### src/hdl/ute_pkg.sv
// shared types, constants and tables of the timestamp to epoch converter
`timescale 1ns / 1ps

package ute_pkg;

    // longest accepted timestamp text, bytes
    localparam int MAX_LENGTH = 32;
    localparam int IDX_W      = $clog2(MAX_LENGTH + 1);

    localparam int YEAR_W = 14;
    localparam int ACC_W  = 7;
    localparam int DAYS_W = 22;
    localparam int HMS_W  = 17;
    localparam int SECS_W = 38;
    localparam int Q_DEPTH = 4;
    localparam int Q_PTR_W = $clog2(Q_DEPTH);

    // ascii codes
    localparam logic [7:0] CH_ZERO  = 8'h30;
    localparam logic [7:0] CH_NINE  = 8'h39;
    localparam logic [7:0] CH_DASH  = 8'h2d;
    localparam logic [7:0] CH_COLON = 8'h3a;
    localparam logic [7:0] CH_DOT   = 8'h2e;
    localparam logic [7:0] CH_T     = 8'h54;
    localparam logic [7:0] CH_Z     = 8'h5a;

    // position kinds in the fixed part of the text
    localparam logic [3:0] KIND_YEAR   = 4'd0;
    localparam logic [3:0] KIND_MONTH  = 4'd1;
    localparam logic [3:0] KIND_DAY    = 4'd2;
    localparam logic [3:0] KIND_HOUR   = 4'd3;
    localparam logic [3:0] KIND_MINUTE = 4'd4;
    localparam logic [3:0] KIND_SECOND = 4'd5;
    localparam logic [3:0] KIND_DASH   = 4'd6;
    localparam logic [3:0] KIND_TEE    = 4'd7;
    localparam logic [3:0] KIND_COLON  = 4'd8;
    localparam logic [3:0] KIND_END    = 4'd9;

    // one parsed timestamp handed from the parser to the calculator
    typedef struct packed {
        logic              err;
        logic [YEAR_W-1:0] year;
        logic [ACC_W-1:0]  month;
        logic [ACC_W-1:0]  day;
        logic [ACC_W-1:0]  hour;
        logic [ACC_W-1:0]  minute;
        logic [ACC_W-1:0]  second;
    } t_rec;

    function automatic logic [3:0] pos_kind(input logic [4:0] idx);
        logic [3:0] k;
        unique case (idx)
            5'd0, 5'd1, 5'd2, 5'd3:   k = KIND_YEAR;
            5'd4, 5'd7:               k = KIND_DASH;
            5'd5, 5'd6:               k = KIND_MONTH;
            5'd8, 5'd9:               k = KIND_DAY;
            5'd10:                    k = KIND_TEE;
            5'd11, 5'd12:             k = KIND_HOUR;
            5'd13, 5'd16:             k = KIND_COLON;
            5'd14, 5'd15:             k = KIND_MINUTE;
            5'd17, 5'd18:             k = KIND_SECOND;
            default:                  k = KIND_END;
        endcase
        return k;
    endfunction

    // days before the first of the month, non-leap year
    function automatic logic [8:0] cum_days(input logic [3:0] month);
        logic [8:0] c;
        unique case (month)
            4'd1:    c = 9'd0;
            4'd2:    c = 9'd31;
            4'd3:    c = 9'd59;
            4'd4:    c = 9'd90;
            4'd5:    c = 9'd120;
            4'd6:    c = 9'd151;
            4'd7:    c = 9'd181;
            4'd8:    c = 9'd212;
            4'd9:    c = 9'd243;
            4'd10:   c = 9'd273;
            4'd11:   c = 9'd304;
            4'd12:   c = 9'd334;
            default: c = 9'd0;
        endcase
        return c;
    endfunction

    function automatic logic [4:0] month_days(input logic [3:0] month, input logic leap);
        logic [4:0] c;
        unique case (month)
            4'd2:                      c = leap ? 5'd29 : 5'd28;
            4'd4, 4'd6, 4'd9, 4'd11:   c = 5'd30;
            default:                   c = 5'd31;
        endcase
        return c;
    endfunction

endpackage

### src/hdl/ute_front.sv
// byte parser: checks the text format and accumulates the date and time fields
`timescale 1ns / 1ps

module ute_front (
    input  logic                i_clk,
    input  logic                i_rst_n,
    input  logic [7:0]          i_char_code,
    input  logic                i_last_char,
    input  logic                i_valid,
    output logic                o_ready,
    input  logic                i_q_full,
    output logic                o_push,
    output ute_pkg::t_rec       o_rec
);

    localparam logic [ute_pkg::IDX_W-1:0] IDX_MAX = ute_pkg::IDX_W'(ute_pkg::MAX_LENGTH);
    localparam logic [ute_pkg::IDX_W-1:0] IDX_19  = ute_pkg::IDX_W'(19);
    localparam logic [ute_pkg::IDX_W-1:0] IDX_20  = ute_pkg::IDX_W'(20);
    localparam logic [ute_pkg::IDX_W-1:0] IDX_21  = ute_pkg::IDX_W'(21);

    logic [ute_pkg::IDX_W-1:0]  r_idx, n_idx;
    logic [ute_pkg::YEAR_W-1:0] r_year, n_year;
    logic [ute_pkg::ACC_W-1:0]  r_month, n_month;
    logic [ute_pkg::ACC_W-1:0]  r_day, n_day;
    logic [ute_pkg::ACC_W-1:0]  r_hour, n_hour;
    logic [ute_pkg::ACC_W-1:0]  r_minute, n_minute;
    logic [ute_pkg::ACC_W-1:0]  r_second, n_second;
    logic                       r_frac, n_frac;
    logic                       r_err;
    logic                       err;
    logic                       acc;
    logic                       digit;
    logic [3:0]                 dig;
    logic [3:0]                 kind;

    assign o_ready = !i_q_full;
    assign acc     = i_valid && o_ready;
    assign digit   = (i_char_code >= ute_pkg::CH_ZERO) && (i_char_code <= ute_pkg::CH_NINE);
    assign dig     = digit ? 4'(i_char_code - ute_pkg::CH_ZERO) : 4'd0;
    assign kind    = ute_pkg::pos_kind(r_idx[4:0]);

    always_comb begin
        err      = r_err;
        n_year   = r_year;
        n_month  = r_month;
        n_day    = r_day;
        n_hour   = r_hour;
        n_minute = r_minute;
        n_second = r_second;
        n_frac   = r_frac;
        if (r_idx >= IDX_MAX) begin
            err = 1'b1;
        end else if (r_idx < IDX_20) begin
            unique case (kind)
                ute_pkg::KIND_YEAR: begin
                    if (!digit) err = 1'b1;
                    else n_year = ute_pkg::YEAR_W'(r_year * 14'd10 + 14'(dig));
                end
                ute_pkg::KIND_MONTH: begin
                    if (!digit) err = 1'b1;
                    else n_month = ute_pkg::ACC_W'(r_month * 7'd10 + 7'(dig));
                end
                ute_pkg::KIND_DAY: begin
                    if (!digit) err = 1'b1;
                    else n_day = ute_pkg::ACC_W'(r_day * 7'd10 + 7'(dig));
                end
                ute_pkg::KIND_HOUR: begin
                    if (!digit) err = 1'b1;
                    else n_hour = ute_pkg::ACC_W'(r_hour * 7'd10 + 7'(dig));
                end
                ute_pkg::KIND_MINUTE: begin
                    if (!digit) err = 1'b1;
                    else n_minute = ute_pkg::ACC_W'(r_minute * 7'd10 + 7'(dig));
                end
                ute_pkg::KIND_SECOND: begin
                    if (!digit) err = 1'b1;
                    else n_second = ute_pkg::ACC_W'(r_second * 7'd10 + 7'(dig));
                end
                ute_pkg::KIND_DASH: begin
                    if (i_char_code != ute_pkg::CH_DASH) err = 1'b1;
                end
                ute_pkg::KIND_TEE: begin
                    if (i_char_code != ute_pkg::CH_T) err = 1'b1;
                end
                ute_pkg::KIND_COLON: begin
                    if (i_char_code != ute_pkg::CH_COLON) err = 1'b1;
                end
                default: begin
                    // seconds end: 'Z' closes, '.' opens the fraction
                    if (i_char_code == ute_pkg::CH_DOT) begin
                        n_frac = 1'b1;
                        if (i_last_char) err = 1'b1;
                    end else if (i_char_code != ute_pkg::CH_Z) begin
                        err = 1'b1;
                    end
                end
            endcase
        end else if (!r_frac) begin
            err = 1'b1;
        end else if (i_last_char) begin
            if (i_char_code != ute_pkg::CH_Z || r_idx < IDX_21) err = 1'b1;
        end else if (!digit) begin
            err = 1'b1;
        end
        if (i_last_char && r_idx < IDX_19) err = 1'b1;
        n_idx = (r_idx < IDX_MAX) ? ute_pkg::IDX_W'(r_idx + 1'b1) : IDX_MAX;
    end

    assign o_push       = acc && i_last_char;
    assign o_rec.err    = err;
    assign o_rec.year   = n_year;
    assign o_rec.month  = n_month;
    assign o_rec.day    = n_day;
    assign o_rec.hour   = n_hour;
    assign o_rec.minute = n_minute;
    assign o_rec.second = n_second;

    always_ff @(posedge i_clk) begin
        if (!i_rst_n || (acc && i_last_char)) begin
            r_idx    <= '0;
            r_year   <= '0;
            r_month  <= '0;
            r_day    <= '0;
            r_hour   <= '0;
            r_minute <= '0;
            r_second <= '0;
            r_frac   <= 1'b0;
            r_err    <= 1'b0;
        end else if (acc) begin
            r_idx    <= n_idx;
            r_year   <= n_year;
            r_month  <= n_month;
            r_day    <= n_day;
            r_hour   <= n_hour;
            r_minute <= n_minute;
            r_second <= n_second;
            r_frac   <= n_frac;
            r_err    <= err;
        end
    end

endmodule

### src/hdl/ute_queue.sv
// short register queue of parsed timestamps between parser and calculator
`timescale 1ns / 1ps

module ute_queue (
    input  logic          i_clk,
    input  logic          i_rst_n,
    input  logic          i_push,
    input  ute_pkg::t_rec i_rec,
    output logic          o_full,
    input  logic          i_pop,
    output logic          o_empty,
    output ute_pkg::t_rec o_rec
);

    ute_pkg::t_rec                r_mem [ute_pkg::Q_DEPTH];
    logic [ute_pkg::Q_PTR_W-1:0]  r_wr, r_rd;
    logic [ute_pkg::Q_PTR_W:0]    r_cnt;
    logic                         push, pop;

    assign o_full  = (r_cnt == (ute_pkg::Q_PTR_W + 1)'(ute_pkg::Q_DEPTH));
    assign o_empty = (r_cnt == '0);
    assign push    = i_push && !o_full;
    assign pop     = i_pop && !o_empty;
    assign o_rec   = r_mem[r_rd];

    always_ff @(posedge i_clk) begin
        if (push) r_mem[r_wr] <= i_rec;
    end

    always_ff @(posedge i_clk) begin
        if (!i_rst_n) begin
            r_wr  <= '0;
            r_rd  <= '0;
            r_cnt <= '0;
        end else begin
            if (push) r_wr <= r_wr + 1'b1;
            if (pop)  r_rd <= r_rd + 1'b1;
            if (push && !pop)      r_cnt <= r_cnt + 1'b1;
            else if (pop && !push) r_cnt <= r_cnt - 1'b1;
        end
    end

endmodule

### src/hdl/ute_back.sv
// calculator: validates the date and converts it to unix seconds in three stages
`timescale 1ns / 1ps

module ute_back (
    input  logic                         i_clk,
    input  logic                         i_rst_n,
    input  logic                         i_empty,
    input  ute_pkg::t_rec                i_rec,
    output logic                         o_pop,
    output logic                         o_valid,
    input  logic                         i_ready,
    output logic                         o_valid_res,
    output logic [ute_pkg::SECS_W-1:0]   o_epoch_secs
);

    localparam logic [13:0] YEAR_EPOCH = 14'd1970;
    localparam logic [13:0] RECIP_100  = 14'd5243;

    logic en;

    // stage 1
    logic                         r1_vld;
    logic                         r1_ok;
    logic [ute_pkg::YEAR_W-1:0]   r1_year;
    logic [3:0]                   r1_month;
    logic [ute_pkg::ACC_W-1:0]    r1_day;
    logic [6:0]                   r1_q1, r1_qy;
    logic [8:0]                   r1_doy;
    logic [ute_pkg::HMS_W-1:0]    r1_hms;
    logic                         ok1;
    logic [ute_pkg::YEAR_W-1:0]   y1;
    logic [27:0]                  prod1, prody;
    logic [8:0]                   doy0;
    logic [ute_pkg::HMS_W-1:0]    hms;

    // stage 2
    logic                         r2_vld;
    logic                         r2_ok;
    logic [ute_pkg::DAYS_W-1:0]   r2_days;
    logic [ute_pkg::HMS_W-1:0]    r2_hms;
    logic [13:0]                  rem100;
    logic                         leap;
    logic [4:0]                   dim;
    logic [22:0]                  days;
    logic                         ok2;

    // output register
    logic                         r_out_vld;
    logic                         r_out_ok;
    logic [ute_pkg::SECS_W-1:0]   r_out_secs;

    assign en    = !r_out_vld || i_ready;
    assign o_pop = en && !i_empty;

    always_comb begin
        ok1 = !i_rec.err && (i_rec.hour <= 7'd23) && (i_rec.minute <= 7'd59) &&
              (i_rec.second <= 7'd59) && (i_rec.month >= 7'd1) && (i_rec.month <= 7'd12) &&
              (i_rec.day >= 7'd1) && (i_rec.year >= YEAR_EPOCH);
        y1    = i_rec.year - 1'b1;
        // divide by 100 through a reciprocal, exact below 10000
        prod1 = 28'(y1) * 28'(RECIP_100);
        prody = 28'(i_rec.year) * 28'(RECIP_100);
        doy0  = 9'(ute_pkg::cum_days(i_rec.month[3:0]) + 9'(i_rec.day) - 9'd1);
        hms   = ute_pkg::HMS_W'(17'(i_rec.hour[4:0]) * 17'd3600 +
                17'(i_rec.minute[5:0]) * 17'd60 + 17'(i_rec.second[5:0]));
    end

    always_ff @(posedge i_clk) begin
        if (en) begin
            r1_ok    <= ok1;
            r1_year  <= i_rec.year;
            r1_month <= i_rec.month[3:0];
            r1_day   <= i_rec.day;
            r1_q1    <= prod1[25:19];
            r1_qy    <= prody[25:19];
            r1_doy   <= doy0;
            r1_hms   <= hms;
        end
    end

    always_comb begin
        rem100 = r1_year - 14'(r1_qy) * 14'd100;
        leap   = (r1_year[1:0] == 2'b00 && rem100 != 14'd0) ||
                 (rem100 == 14'd0 && r1_qy[1:0] == 2'b00);
        dim    = ute_pkg::month_days(r1_month, leap);
        // days since 1970-01-01, with the leap days before this year counted from 1970
        days   = 23'(23'(r1_year - YEAR_EPOCH) * 23'd365 +
                 23'(ute_pkg::YEAR_W'(r1_year - 1'b1) >> 2) - 23'(r1_q1) +
                 23'(r1_q1[6:2]) - 23'd477 + 23'(r1_doy) +
                 23'(leap && r1_month > 4'd2));
        ok2    = r1_ok && (r1_day <= 7'(dim)) &&
                 !(days[ute_pkg::DAYS_W-1:0] == '0 && r1_hms == '0);
    end

    always_ff @(posedge i_clk) begin
        if (en) begin
            r2_ok   <= ok2;
            r2_days <= days[ute_pkg::DAYS_W-1:0];
            r2_hms  <= r1_hms;
        end
    end

    always_ff @(posedge i_clk) begin
        if (en) begin
            r_out_ok   <= r2_ok;
            r_out_secs <= r2_ok ? ute_pkg::SECS_W'(38'(r2_days) * 38'd86400 + 38'(r2_hms))
                                : '0;
        end
    end

    always_ff @(posedge i_clk) begin
        if (!i_rst_n) begin
            r1_vld    <= 1'b0;
            r2_vld    <= 1'b0;
            r_out_vld <= 1'b0;
        end else if (en) begin
            r1_vld    <= !i_empty;
            r2_vld    <= r1_vld;
            r_out_vld <= r2_vld;
        end
    end

    assign o_valid      = r_out_vld;
    assign o_valid_res  = r_out_ok;
    assign o_epoch_secs = r_out_secs;

endmodule

### src/hdl/utc_timestamp_to_epoch.sv
// top level of the utc timestamp to unix seconds converter
`timescale 1ns / 1ps

// Converts a UTC timestamp, fed one ASCII byte per transaction, into Unix
// seconds. Accepted forms are YYYY-MM-DDTHH:MM:SSZ and YYYY-MM-DDTHH:MM:SS.fffZ
// with one or more fraction digits, up to MAX_LENGTH bytes in total; the byte
// flagged by i_last_char ends a timestamp and produces exactly one output
// transaction, other bytes produce none. The output carries o_valid_res = 1
// and the seconds when the text is well formed, the date exists in the
// proleptic Gregorian calendar, the time is in range and it lies after
// 1970-01-01T00:00:00Z; otherwise o_valid_res = 0 and o_epoch_secs = 0.
// Fraction digits are checked and dropped. Bytes stream in at one per clock:
// the parser takes a byte every cycle while its four entry queue has room,
// and the calculator behind it runs a three stage pipeline (divide by
// reciprocal, day count, seconds multiply) that also accepts one timestamp
// per cycle when the output is not stalled; a finished timestamp passes
// through the queue, stage 1, stage 2 and the output register. Backpressure
// on i_ready holds the calculator; the queue absorbs up to four finished
// timestamps before o_ready drops.

module utc_timestamp_to_epoch (
    input  logic                         i_clk,
    input  logic                         i_rst_n,
    // byte input channel
    input  logic                         i_valid,
    output logic                         o_ready,
    input  logic [7:0]                   i_char_code,
    input  logic                         i_last_char,
    // result channel
    output logic                         o_valid,
    input  logic                         i_ready,
    output logic                         o_valid_res,
    output logic [ute_pkg::SECS_W-1:0]   o_epoch_secs
);

    ute_pkg::t_rec push_rec;
    ute_pkg::t_rec pop_rec;
    logic          push;
    logic          pop;
    logic          q_full;
    logic          q_empty;

    // front: format checks and field accumulation per byte
    ute_front u_front (
        .i_clk       (i_clk),
        .i_rst_n     (i_rst_n),
        .i_char_code (i_char_code),
        .i_last_char (i_last_char),
        .i_valid     (i_valid),
        .o_ready     (o_ready),
        .i_q_full    (q_full),
        .o_push      (push),
        .o_rec       (push_rec)
    );

    // decoupling queue of parsed timestamps
    ute_queue u_queue (
        .i_clk   (i_clk),
        .i_rst_n (i_rst_n),
        .i_push  (push),
        .i_rec   (push_rec),
        .o_full  (q_full),
        .i_pop   (pop),
        .o_empty (q_empty),
        .o_rec   (pop_rec)
    );

    // back: calendar checks and seconds computation, output register
    ute_back u_back (
        .i_clk        (i_clk),
        .i_rst_n      (i_rst_n),
        .i_empty      (q_empty),
        .i_rec        (pop_rec),
        .o_pop        (pop),
        .o_valid      (o_valid),
        .i_ready      (i_ready),
        .o_valid_res  (o_valid_res),
        .o_epoch_secs (o_epoch_secs)
    );

endmodule
### config.mk
export PLATFORM = sky130hd
export DESIGN_NAME = utc_timestamp_to_epoch
export DESIGN_NICKNAME = d
export VERILOG_FILES = /design/src/hdl/ute_pkg.sv /design/src/hdl/ute_front.sv /design/src/hdl/ute_queue.sv /design/src/hdl/ute_back.sv /design/src/hdl/utc_timestamp_to_epoch.sv
export SDC_FILE = /design/constraint.sdc
export NUM_CORES = 2
export LEC_CHECK = 0
export BUFFER_PORTS_ARGS = -buffer_cell sky130_fd_sc_hd__buf_2
export CELL_PAD_IN_SITES_DETAIL_PLACEMENT = 1
export CELL_PAD_IN_SITES_GLOBAL_PLACEMENT = 1
export CORE_MARGIN = 2
export CORE_UTILIZATION = 30
export DETAILED_ROUTE_END_ITERATION = 8
export PLACE_DENSITY = 0.63
export SLEW_MARGIN = 0
export SYNTH_ARGS = -nofsm -noshare
export SYNTH_HDL_FRONTEND = slang
export SYNTH_SLANG_ARGS = --single-unit
### constraint.sdc
create_clock -name i_clk -period 21.2 [get_ports i_clk]
set_input_delay 4.24 -clock i_clk [delete_from_list [all_inputs] [get_ports i_clk]]
set_output_delay 4.24 -clock i_clk [all_outputs]
set_load 0.02 [all_outputs]
======== Yosys cells after proc, flatten, opt, wreduce, memory -nomap -nowiden ========
Memory sizes are Yosys's and may differ from the RTL's. A register that Yosys moved wholly into a read port is not among the register bits.
Cells that the tools add are included.
cells by class
  $add $sub $neg .......................... 27
  multipliers ............................. 13
  order comparisons ....................... 16
  equal/unequal tests ..................... 19
  mux-type cells .......................... 50
  bitwise logic cells ..................... 2
  reduce and logical (&&, ||, !) cells .... 47
operators with widths
  cell                    number
  $mux 7                  20
  $mux 14                 4
  $mul 14x13->26 const B  2
  $add 38x17->38          1
  $add 7x4->7             5
  $mul 7x3->6 const B     5
  $mul 22x10->31 const B  1
  $sub 14x1->14 const B   2
  $eq 4x3->1 const B      6
  $mul 23x9->22 const B   1
  $add 22x1->22           1
  $add 22x12->22          1
  $add 22x5->22           1
  $add 22x9->22           1
  $logic_and 1x1->1       22
  $logic_not 22->1        1
  $sub 22x7->22           1
  $sub 22x9->22 const B   1
  $lt 6x5->1 const B      3
  $add 17x12->17          1
  $add 17x6->17           1
  $logic_not 17->1        1
  $mux 1                  16
  $ne 8x6->1 const B      2
  51 further kinds        74
word-level totals
  flip-flop bits (word level) ............. 212
  memory bits (writable) .................. 200
  ROM bits ................................ 272
  bits of input ports ..................... 13
  output and inout port bits .............. 41
  logic and storage cells ................. 205
  memories ................................ 3
memory list
  name             words  width  read ports  clocked after memory_dff  write ports  line             RTL
  u_queue.r_mem    4      50     1           1                         1            ute_queue.sv:15  ute_pkg::t_rec r_mem [ute_pkg::Q_DEPTH];
  (no name shown)  16     9      1           0                         0            ute_pkg.sv:70    unique case (month)
  (no name shown)  32     4      1           1                         0            ute_pkg.sv:52    unique case (idx)

======== Longest topological paths before layout ========
  word-level depth ........................ 12
  mapped depth ............................ 37
  mapped depth without buffers ............ 37

======== Modules after synthesis ========
Synthesis repeated with hierarchy kept, for this count alone.
second synthesis, totals
  cells, all modules ...................... 3,506
  area, all modules ....................... 38,160.3 um2
by module, submodules not included
  module     times used  cells each  area an instance (um2)
  ute_back   1           2,479       24,773.8
  ute_queue  1           310         7,761.2
  ute_front  1           717         5,625.4

======== Worst setup path after synthesis ========
OpenSTA, ideal clock, no wires.
  kind .................................... in2reg
  from .................................... input i_ready
  to ...................................... register u_queue.r_cnt[2] (netlist bit)
  arrival time ............................ 8,945 ps
  required time ........................... 21,124 ps
  slack ................................... 12,180 ps
  cell stages on the path ................. 9
  path buffers ............................ 0
  cells stage by stage .................... nor2b_1 > inv_1 > o31ai_1 > ha_1 > inv_1 > fa_1 > xor2_1 > or3_1 > a21boi_0
between the ends
  cells in the longest elaborated chain, start to end .. 6
  elaborated cells on any way between the ends .. 8
  those cells by class .................... mux: 1; reduce/logical: 7
ends and longest elaborated chain
  what                                         line                          RTL
  start, declared                              utc_timestamp_to_epoch.sv:31  input logic i_ready,
  $logic_or 1x1->1 (*)                         ute_back.sv:52                assign en = !r_out_vld || i_ready;
  $logic_and 1x1->1 (*)                        ute_back.sv:53                assign o_pop = en && !i_empty;
  $logic_and 1x1->1 (*)                        ute_queue.sv:23               assign pop = i_pop && !o_empty;
  $logic_not 1->1                              ute_queue.sv:38               if (push && !pop) r_cnt <= r_cnt + 1'b1;
  $logic_and 1x1->1                            ute_queue.sv:38
  $mux 3 or $reduce_bool 2->1 (tied branches)  n/a
  end signal, assigned                         ute_queue.sv:38
  end signal, assigned                         ute_queue.sv:39               else if (pop && !push) r_cnt <= r_cnt - 1'b1;
  end, declared                                ute_queue.sv:17               logic [ute_pkg::Q_PTR_W:0] r_cnt;
Mark *: on every way between the ends. The rest lies on a longest branch, timed or not.
A chain may end at the register's enable or synchronous reset.

======== Final worst setup path ========
  from .................................... register u_back.r1_qy[2]
  to ...................................... register u_back.r2_ok (data pin)
between the ends
  cells in the longest elaborated chain, start to end .. 11
  elaborated cells on any way between the ends .. 17
  those cells by class .................... add/sub: 2; mul: 1; order compare: 1; mux: 2; reduce/logical: 11
ends and longest elaborated chain
  what                                                    line                            RTL
  start, declared                                         ute_back.sv:27                  logic [6:0] r1_q1, r1_qy;
  start signal, assigned                                  ute_back.sv:75                  r1_qy <= prody[25:19];
  $mul 7x5->12 (*)                                        ute_back.sv:82                  rem100 = r1_year - 14'(r1_qy) * 14'd100;
  $sub 14x14->14 (*)                                      ute_back.sv:82
  $reduce_bool 14->1 or $logic_not 14->1 (tied branches)  ute_back.sv:83, ute_back.sv:84
  $logic_and 1x1->1, on equally long branches             ute_back.sv:83, ute_back.sv:84
  $logic_or 1x1->1 (*)                                    ute_back.sv:83                  leap = (r1_year[1:0] == 2'b00 && rem100 != 14'd0) ||
  $logic_and 1x1->1 (*)                                   ute_back.sv:90                  23'(leap && r1_month > 4'd2));
  $add 22x1->22 (*)                                       ute_back.sv:89                  23'(r1_q1[6:2]) - 23'd477 + 23'(r1_doy) +
  named net u_back.days[8]                                ute_back.sv:44                  logic [22:0] days;
  $logic_not 22->1 (*)                                    ute_back.sv:92                  !(days[ute_pkg::DAYS_W-1:0] == '0 && r1_hms == '0);
  $logic_and 1x1->1 (*)                                   ute_back.sv:92
  $logic_not 1->1 (*)                                     ute_back.sv:92
  $logic_and 1x1->1 (*)                                   ute_back.sv:91                  ok2 = r1_ok && (r1_day <= 7'(dim)) &&
  named net u_back.ok2                                    ute_back.sv:45                  logic ok2;
  end signal, assigned                                    ute_back.sv:97                  r2_ok <= ok2;
  end, declared                                           ute_back.sv:38                  logic r2_ok;
Mark *: on every way through the listed nets, which the timed path passes. The rest lies on a longest branch.

==> impl_metrics.prom <==
# TYPE chip_impl_metric gauge
chip_impl_metric{name="yosys.area_share.adder",unit=""} 0.359
chip_impl_metric{name="layout-area-overhead-vs-synth",unit="%"} 10.3
chip_impl_metric{name="max_cap_viol_count",unit=""} 0
chip_impl_metric{name="finClkSkew",unit="ns"} 0.0506
chip_impl_info{name="outcome",value="complete, no violations"} 1
chip_impl_metric{name="path_max_fanout",unit=""} 3
chip_impl_metric{name="routed_wire_length_per_instance",unit="um"} 16.1
chip_impl_metric{name="placeable_core_region",unit="um^2"} 122000
chip_impl_metric{name="yosys.area_share.xor_xnor",unit=""} 0.0542
chip_impl_info{name="top_cells_by_count_synth",value="sky130_fd_sc_hd__inv_1, sky130_fd_sc_hd__ha_1, sky130_fd_sc_hd__edfxtp_1"} 1
chip_impl_info{name="cts_tree",value="done"} 1
chip_impl_metric{name="async_reset_ff_frac",unit=""} 0
chip_impl_metric{name="multiInputGateArea",unit="um^2"} 22300
chip_impl_metric{name="finalNetCount",unit=""} 4315
chip_impl_metric{name="post_synth_instance_area",unit="um^2"} 36900
chip_impl_info{name="grt_setup_unrepaired",value="no"} 1
chip_impl_metric{name="insertion_delay",unit="ns"} 0.63
chip_impl_metric{name="synth-edff-count",unit=""} 345
chip_impl_metric{name="maximum_number_of_pins_on_one_net_before_global_route_repair",unit=""} 91
chip_impl_metric{name="setup_viol",unit=""} 0
chip_impl_metric{name="first_global_vias",unit=""} 25500
chip_impl_metric{name="ys_seq_elements",unit=""} 418
chip_impl_info{name="min_path_type",value="reg2reg"} 1
chip_impl_metric{name="setup-tns-final",unit="ns"} 0
chip_impl_info{name="path_class",value="reg2reg"} 1
chip_impl_metric{name="slew_headroom",unit=""} 0.368
chip_impl_metric{name="layout.area.seq",unit="um^2"} 11800
chip_impl_metric{name="dr_total_vias",unit=""} 23300
chip_impl_metric{name="die_footprint",unit="um^2"} 126000
chip_impl_metric{name="synth_cells",unit=""} 3355
chip_impl_metric{name="std_cell_rows",unit=""} 128
chip_impl_metric{name="ctsResizeCount",unit=""} 0
chip_impl_metric{name="fraction_of_layout_instances_using_a_drive_strength_above_1",unit=""} 0.0735
chip_impl_metric{name="critPathMaxStageDelay",unit="ns"} 0.53
chip_impl_metric{name="post_drt_via_cell_ratio",unit=""} 4.59
chip_impl_info{name="clockRootBuffer",value="sky130_fd_sc_hd__clkbuf_16"} 1
chip_impl_metric{name="cts.repair_timing.setup_buffer_count",unit=""} 0
chip_impl_metric{name="htreeDepth",unit=""} 2
chip_impl_metric{name="global_route.usage.total",unit=""} 0.133
chip_impl_metric{name="initial_core_util",unit=""} 0.303
chip_impl_metric{name="clkTransAtPathRegs",unit="ns"} 0.06
chip_impl_metric{name="hpwl",unit="um"} 65100
chip_impl_metric{name="cp.arrival",unit="ns"} 9.33
chip_impl_metric{name="fmax",unit="MHz"} 111
chip_impl_metric{name="yosysWarnings",unit=""} 0
chip_impl_metric{name="synth.avg_cell_area",unit="um^2"} 11.0
chip_impl_metric{name="design.portCount",unit=""} 54
chip_impl_metric{name="grt_antenna_before_repair",unit=""} 1
chip_impl_metric{name="final-hold-violation-count",unit=""} 0
chip_impl_metric{name="synthMuxAreaShare",unit=""} 0.0363
chip_impl_metric{name="timing.final.max_slew_violations",unit=""} 0
chip_impl_info{name="worst_path_max_delay_cell",value="sky130_fd_sc_hd__fa_1"} 1
chip_impl_metric{name="die_height",unit="um"} 355
chip_impl_metric{name="drt_pass1_iterations",unit=""} 5
chip_impl_info{name="kind_of_capture_point_of_the_worst_setup_path",value="flip-flop"} 1
chip_impl_metric{name="yosys.area.top_type_share",unit=""} 0.281
chip_impl_info{name="ys_dominant_reg_cell",value="sky130_fd_sc_hd__edfxtp_1"} 1
chip_impl_metric{name="cts_hold_repair.buffers",unit=""} 0
chip_impl_metric{name="cts_made_buffers",unit=""} 46
chip_impl_metric{name="synth.yosys.seq_area_share",unit=""} 0.321
chip_impl_metric{name="global_route.overflow_total",unit=""} 0
chip_impl_info{name="post-synth-top-area-cell",value="sky130_fd_sc_hd__edfxtp_1"} 1
chip_impl_metric{name="fp.dieW",unit="um"} 355
chip_impl_metric{name="port_buffers",unit=""} 53
chip_impl_metric{name="yosys.area_share.simple",unit=""} 0.0784
chip_impl_metric{name="drt-initial-drc-count",unit=""} 812
chip_impl_metric{name="postSynthNetCount",unit=""} 4252
chip_impl_metric{name="worst_slew_pin_slew",unit="ns"} 0.948
chip_impl_metric{name="route.final.wire_length",unit="um"} 81900
chip_impl_metric{name="yosys.cell_types.count",unit=""} 86
chip_impl_info{name="worst_setup_path_start_kind",value="flip-flop"} 1
chip_impl_metric{name="route.antenna.remaining_nets",unit=""} 0
chip_impl_info{name="main_combinational_cell_family_by_area_after_synthesis",value="adder cells"} 1
chip_impl_metric{name="timing.final.crit_period",unit="ns"} 8.98
chip_impl_metric{name="place.gp.congestion",unit=""} 0.797
chip_impl_metric{name="worstPathRequired",unit="ns"} 21.55
chip_impl_info{name="yosys.cell_count.top_type",value="sky130_fd_sc_hd__inv_1"} 1
chip_impl_metric{name="dp_cells",unit=""} 4995
chip_impl_metric{name="clockBufferDepth",unit=""} 3
chip_impl_metric{name="numClockSinks",unit=""} 418
chip_impl_metric{name="fillCellCount",unit=""} 13600
chip_impl_info{name="synth.area.top_cells",value="sky130_fd_sc_hd__edfxtp_1, sky130_fd_sc_hd__ha_1, sky130_fd_sc_hd__fa_1"} 1
chip_impl_metric{name="detail_route.drc_violations",unit=""} 0
chip_impl_metric{name="layoutNonFillerInstCount",unit=""} 5081
chip_impl_metric{name="timing.final.crit_share",unit=""} 0.423
chip_impl_metric{name="synth_compound_area_frac",unit=""} 0.0761
chip_impl_metric{name="first_pass_grt_wire_length",unit="um"} 135000
## layout by cell type, fill, tap and decap left out, types with 6 or more instances in the layout
cell type	n
sky130_fd_sc_hd__a211o_1	7
sky130_fd_sc_hd__or3_1	13
sky130_fd_sc_hd__nand4_1	20
sky130_fd_sc_hd__fa_1	292
sky130_fd_sc_hd__and3_2	7
sky130_fd_sc_hd__nand2b_1	16
sky130_fd_sc_hd__inv_1	667
sky130_fd_sc_hd__o21bai_1	18
sky130_fd_sc_hd__clkinv_1	7
sky130_fd_sc_hd__a21boi_0	10
sky130_fd_sc_hd__nor4_1	20
sky130_fd_sc_hd__mux4_2	41
sky130_fd_sc_hd__xnor2_1	153
sky130_fd_sc_hd__edfxtp_1	345
sky130_fd_sc_hd__nor2_1	162
sky130_fd_sc_hd__ha_1	592
sky130_fd_sc_hd__nand2_1	151
sky130_fd_sc_hd__o21a_1	14
sky130_fd_sc_hd__clkinv_4	7
sky130_fd_sc_hd__buf_2	53
sky130_fd_sc_hd__a31oi_1	12
sky130_fd_sc_hd__a21o_1	58
sky130_fd_sc_hd__clkbuf_16	47
sky130_fd_sc_hd__dfxtp_1	71
sky130_fd_sc_hd__and2_1	29
sky130_fd_sc_hd__nand3_1	37
sky130_fd_sc_hd__a2111oi_0	6
sky130_fd_sc_hd__and3_1	6
sky130_fd_sc_hd__buf_4	17
sky130_fd_sc_hd__o21ai_0	86
sky130_fd_sc_hd__mux2_2	29
sky130_fd_sc_hd__a211oi_1	26
sky130_fd_sc_hd__a21oi_1	128
sky130_fd_sc_hd__nor2b_1	26
sky130_fd_sc_hd__nor3b_1	13
sky130_fd_sc_hd__mux2i_1	9
sky130_fd_sc_hd__o211ai_1	14
sky130_fd_sc_hd__nor3_1	54
sky130_fd_sc_hd__xor2_1	75
## final timing paths
check / start / endpoint / slack [ns] / depth (start not counted)
setup / recovery: u_back.r1_qy[2]$_DFFE_PN_ / u_back.r2_ok$_DFFE_PN_ / 12.22 / 35
hold reg to reg: u_back.r1_hms[8]$_DFFE_PN_ / u_back.r2_hms[8]$_DFFE_PN_ / 0.45 / 0
setup reg to reg: u_back.r1_qy[2]$_DFFE_PN_ / u_back.r2_ok$_DFFE_PN_ / 12.22 / 35
hold / removal: u_back.r1_hms[8]$_DFFE_PN_ / u_back.r2_hms[8]$_DFFE_PN_ / 0.45 / 0
## worst max-delay path: cells and delay by family (launching register included)
family	cells	cell delay, ns
adders and majority gates	12	4.47
and+or+nand+nor	12	2.19
AOI/OAI and AO/OA	7	1.35
DFF	1	0.42
xor gates and xnor gates	1	0.17
buffers and inverters	3	0.13
## routing by layer
metal	vias to the layer above	track usage	share of wire
li1	11500	-	-
met1	11600	0.177	0.47
met2	171	0.230	0.49
met3	79	0.0150	0.023
met4	0	0.0287	0.018
met5	-	0	0
## layout make-up
class                           count  share of cell area
Sequential cell                   418               0.291
Tap cell                         1625              0.0500
Timing Repair Buffer               70             0.00966
Inverter                          668              0.0618
Clock buffer                       54              0.0301
Clock inverter                     31             0.00880
Antenna cell                        1           0.0000615
Multi-Input combinational cell   2214               0.549
## sequential cells by signal (all words and copies together) (netlist names), 9 cells and up, named ones only
register	cells
u_back.r1_year	14
u_back.r2_days	22
u_back.r1_doy	9
u_front.r_year	14
u_back.r1_hms	17
u_queue.r_mem	200
u_back.r2_hms	17
u_back.o_epoch_secs	38
## kinds of logic after synthesis
| kind of cell | count (synthesis) |
|---|---|
| DFF | 418 |
| adders and majority gates | 884 |
| muxes | 79 |
| xor gates and xnor gates | 228 |
| and+or+nand+nor | 591 |
| AOI/OAI and AO/OA | 432 |
| buffers and inverters | 723 |
## through the flow
| step | area (um^2) | setup slack [ns] | util | hold slack [ns] |
|---|---|---|---|---|
| 3_5_place_dp | 39100 | 12.08 | 0.321 | 0.439 |
| 2_1_floorplan | 36900 | 12.18 | - | 0.427 |
| 4_1_cts | 40700 | 12.11 | 0.334 | 0.453 |
| 6_report | 40700 | 12.22 | 0.334 | 0.451 |
| 5_1_grt | 40700 | 11.27 | 0.334 | 0.462 |
| 3_3_place_gp | 39100 | 12.20 | 0.321 | 0.432 |
Power is not shown: default switching activity piles up to over one toggle a cycle in this logic, so the estimate is an artifact.
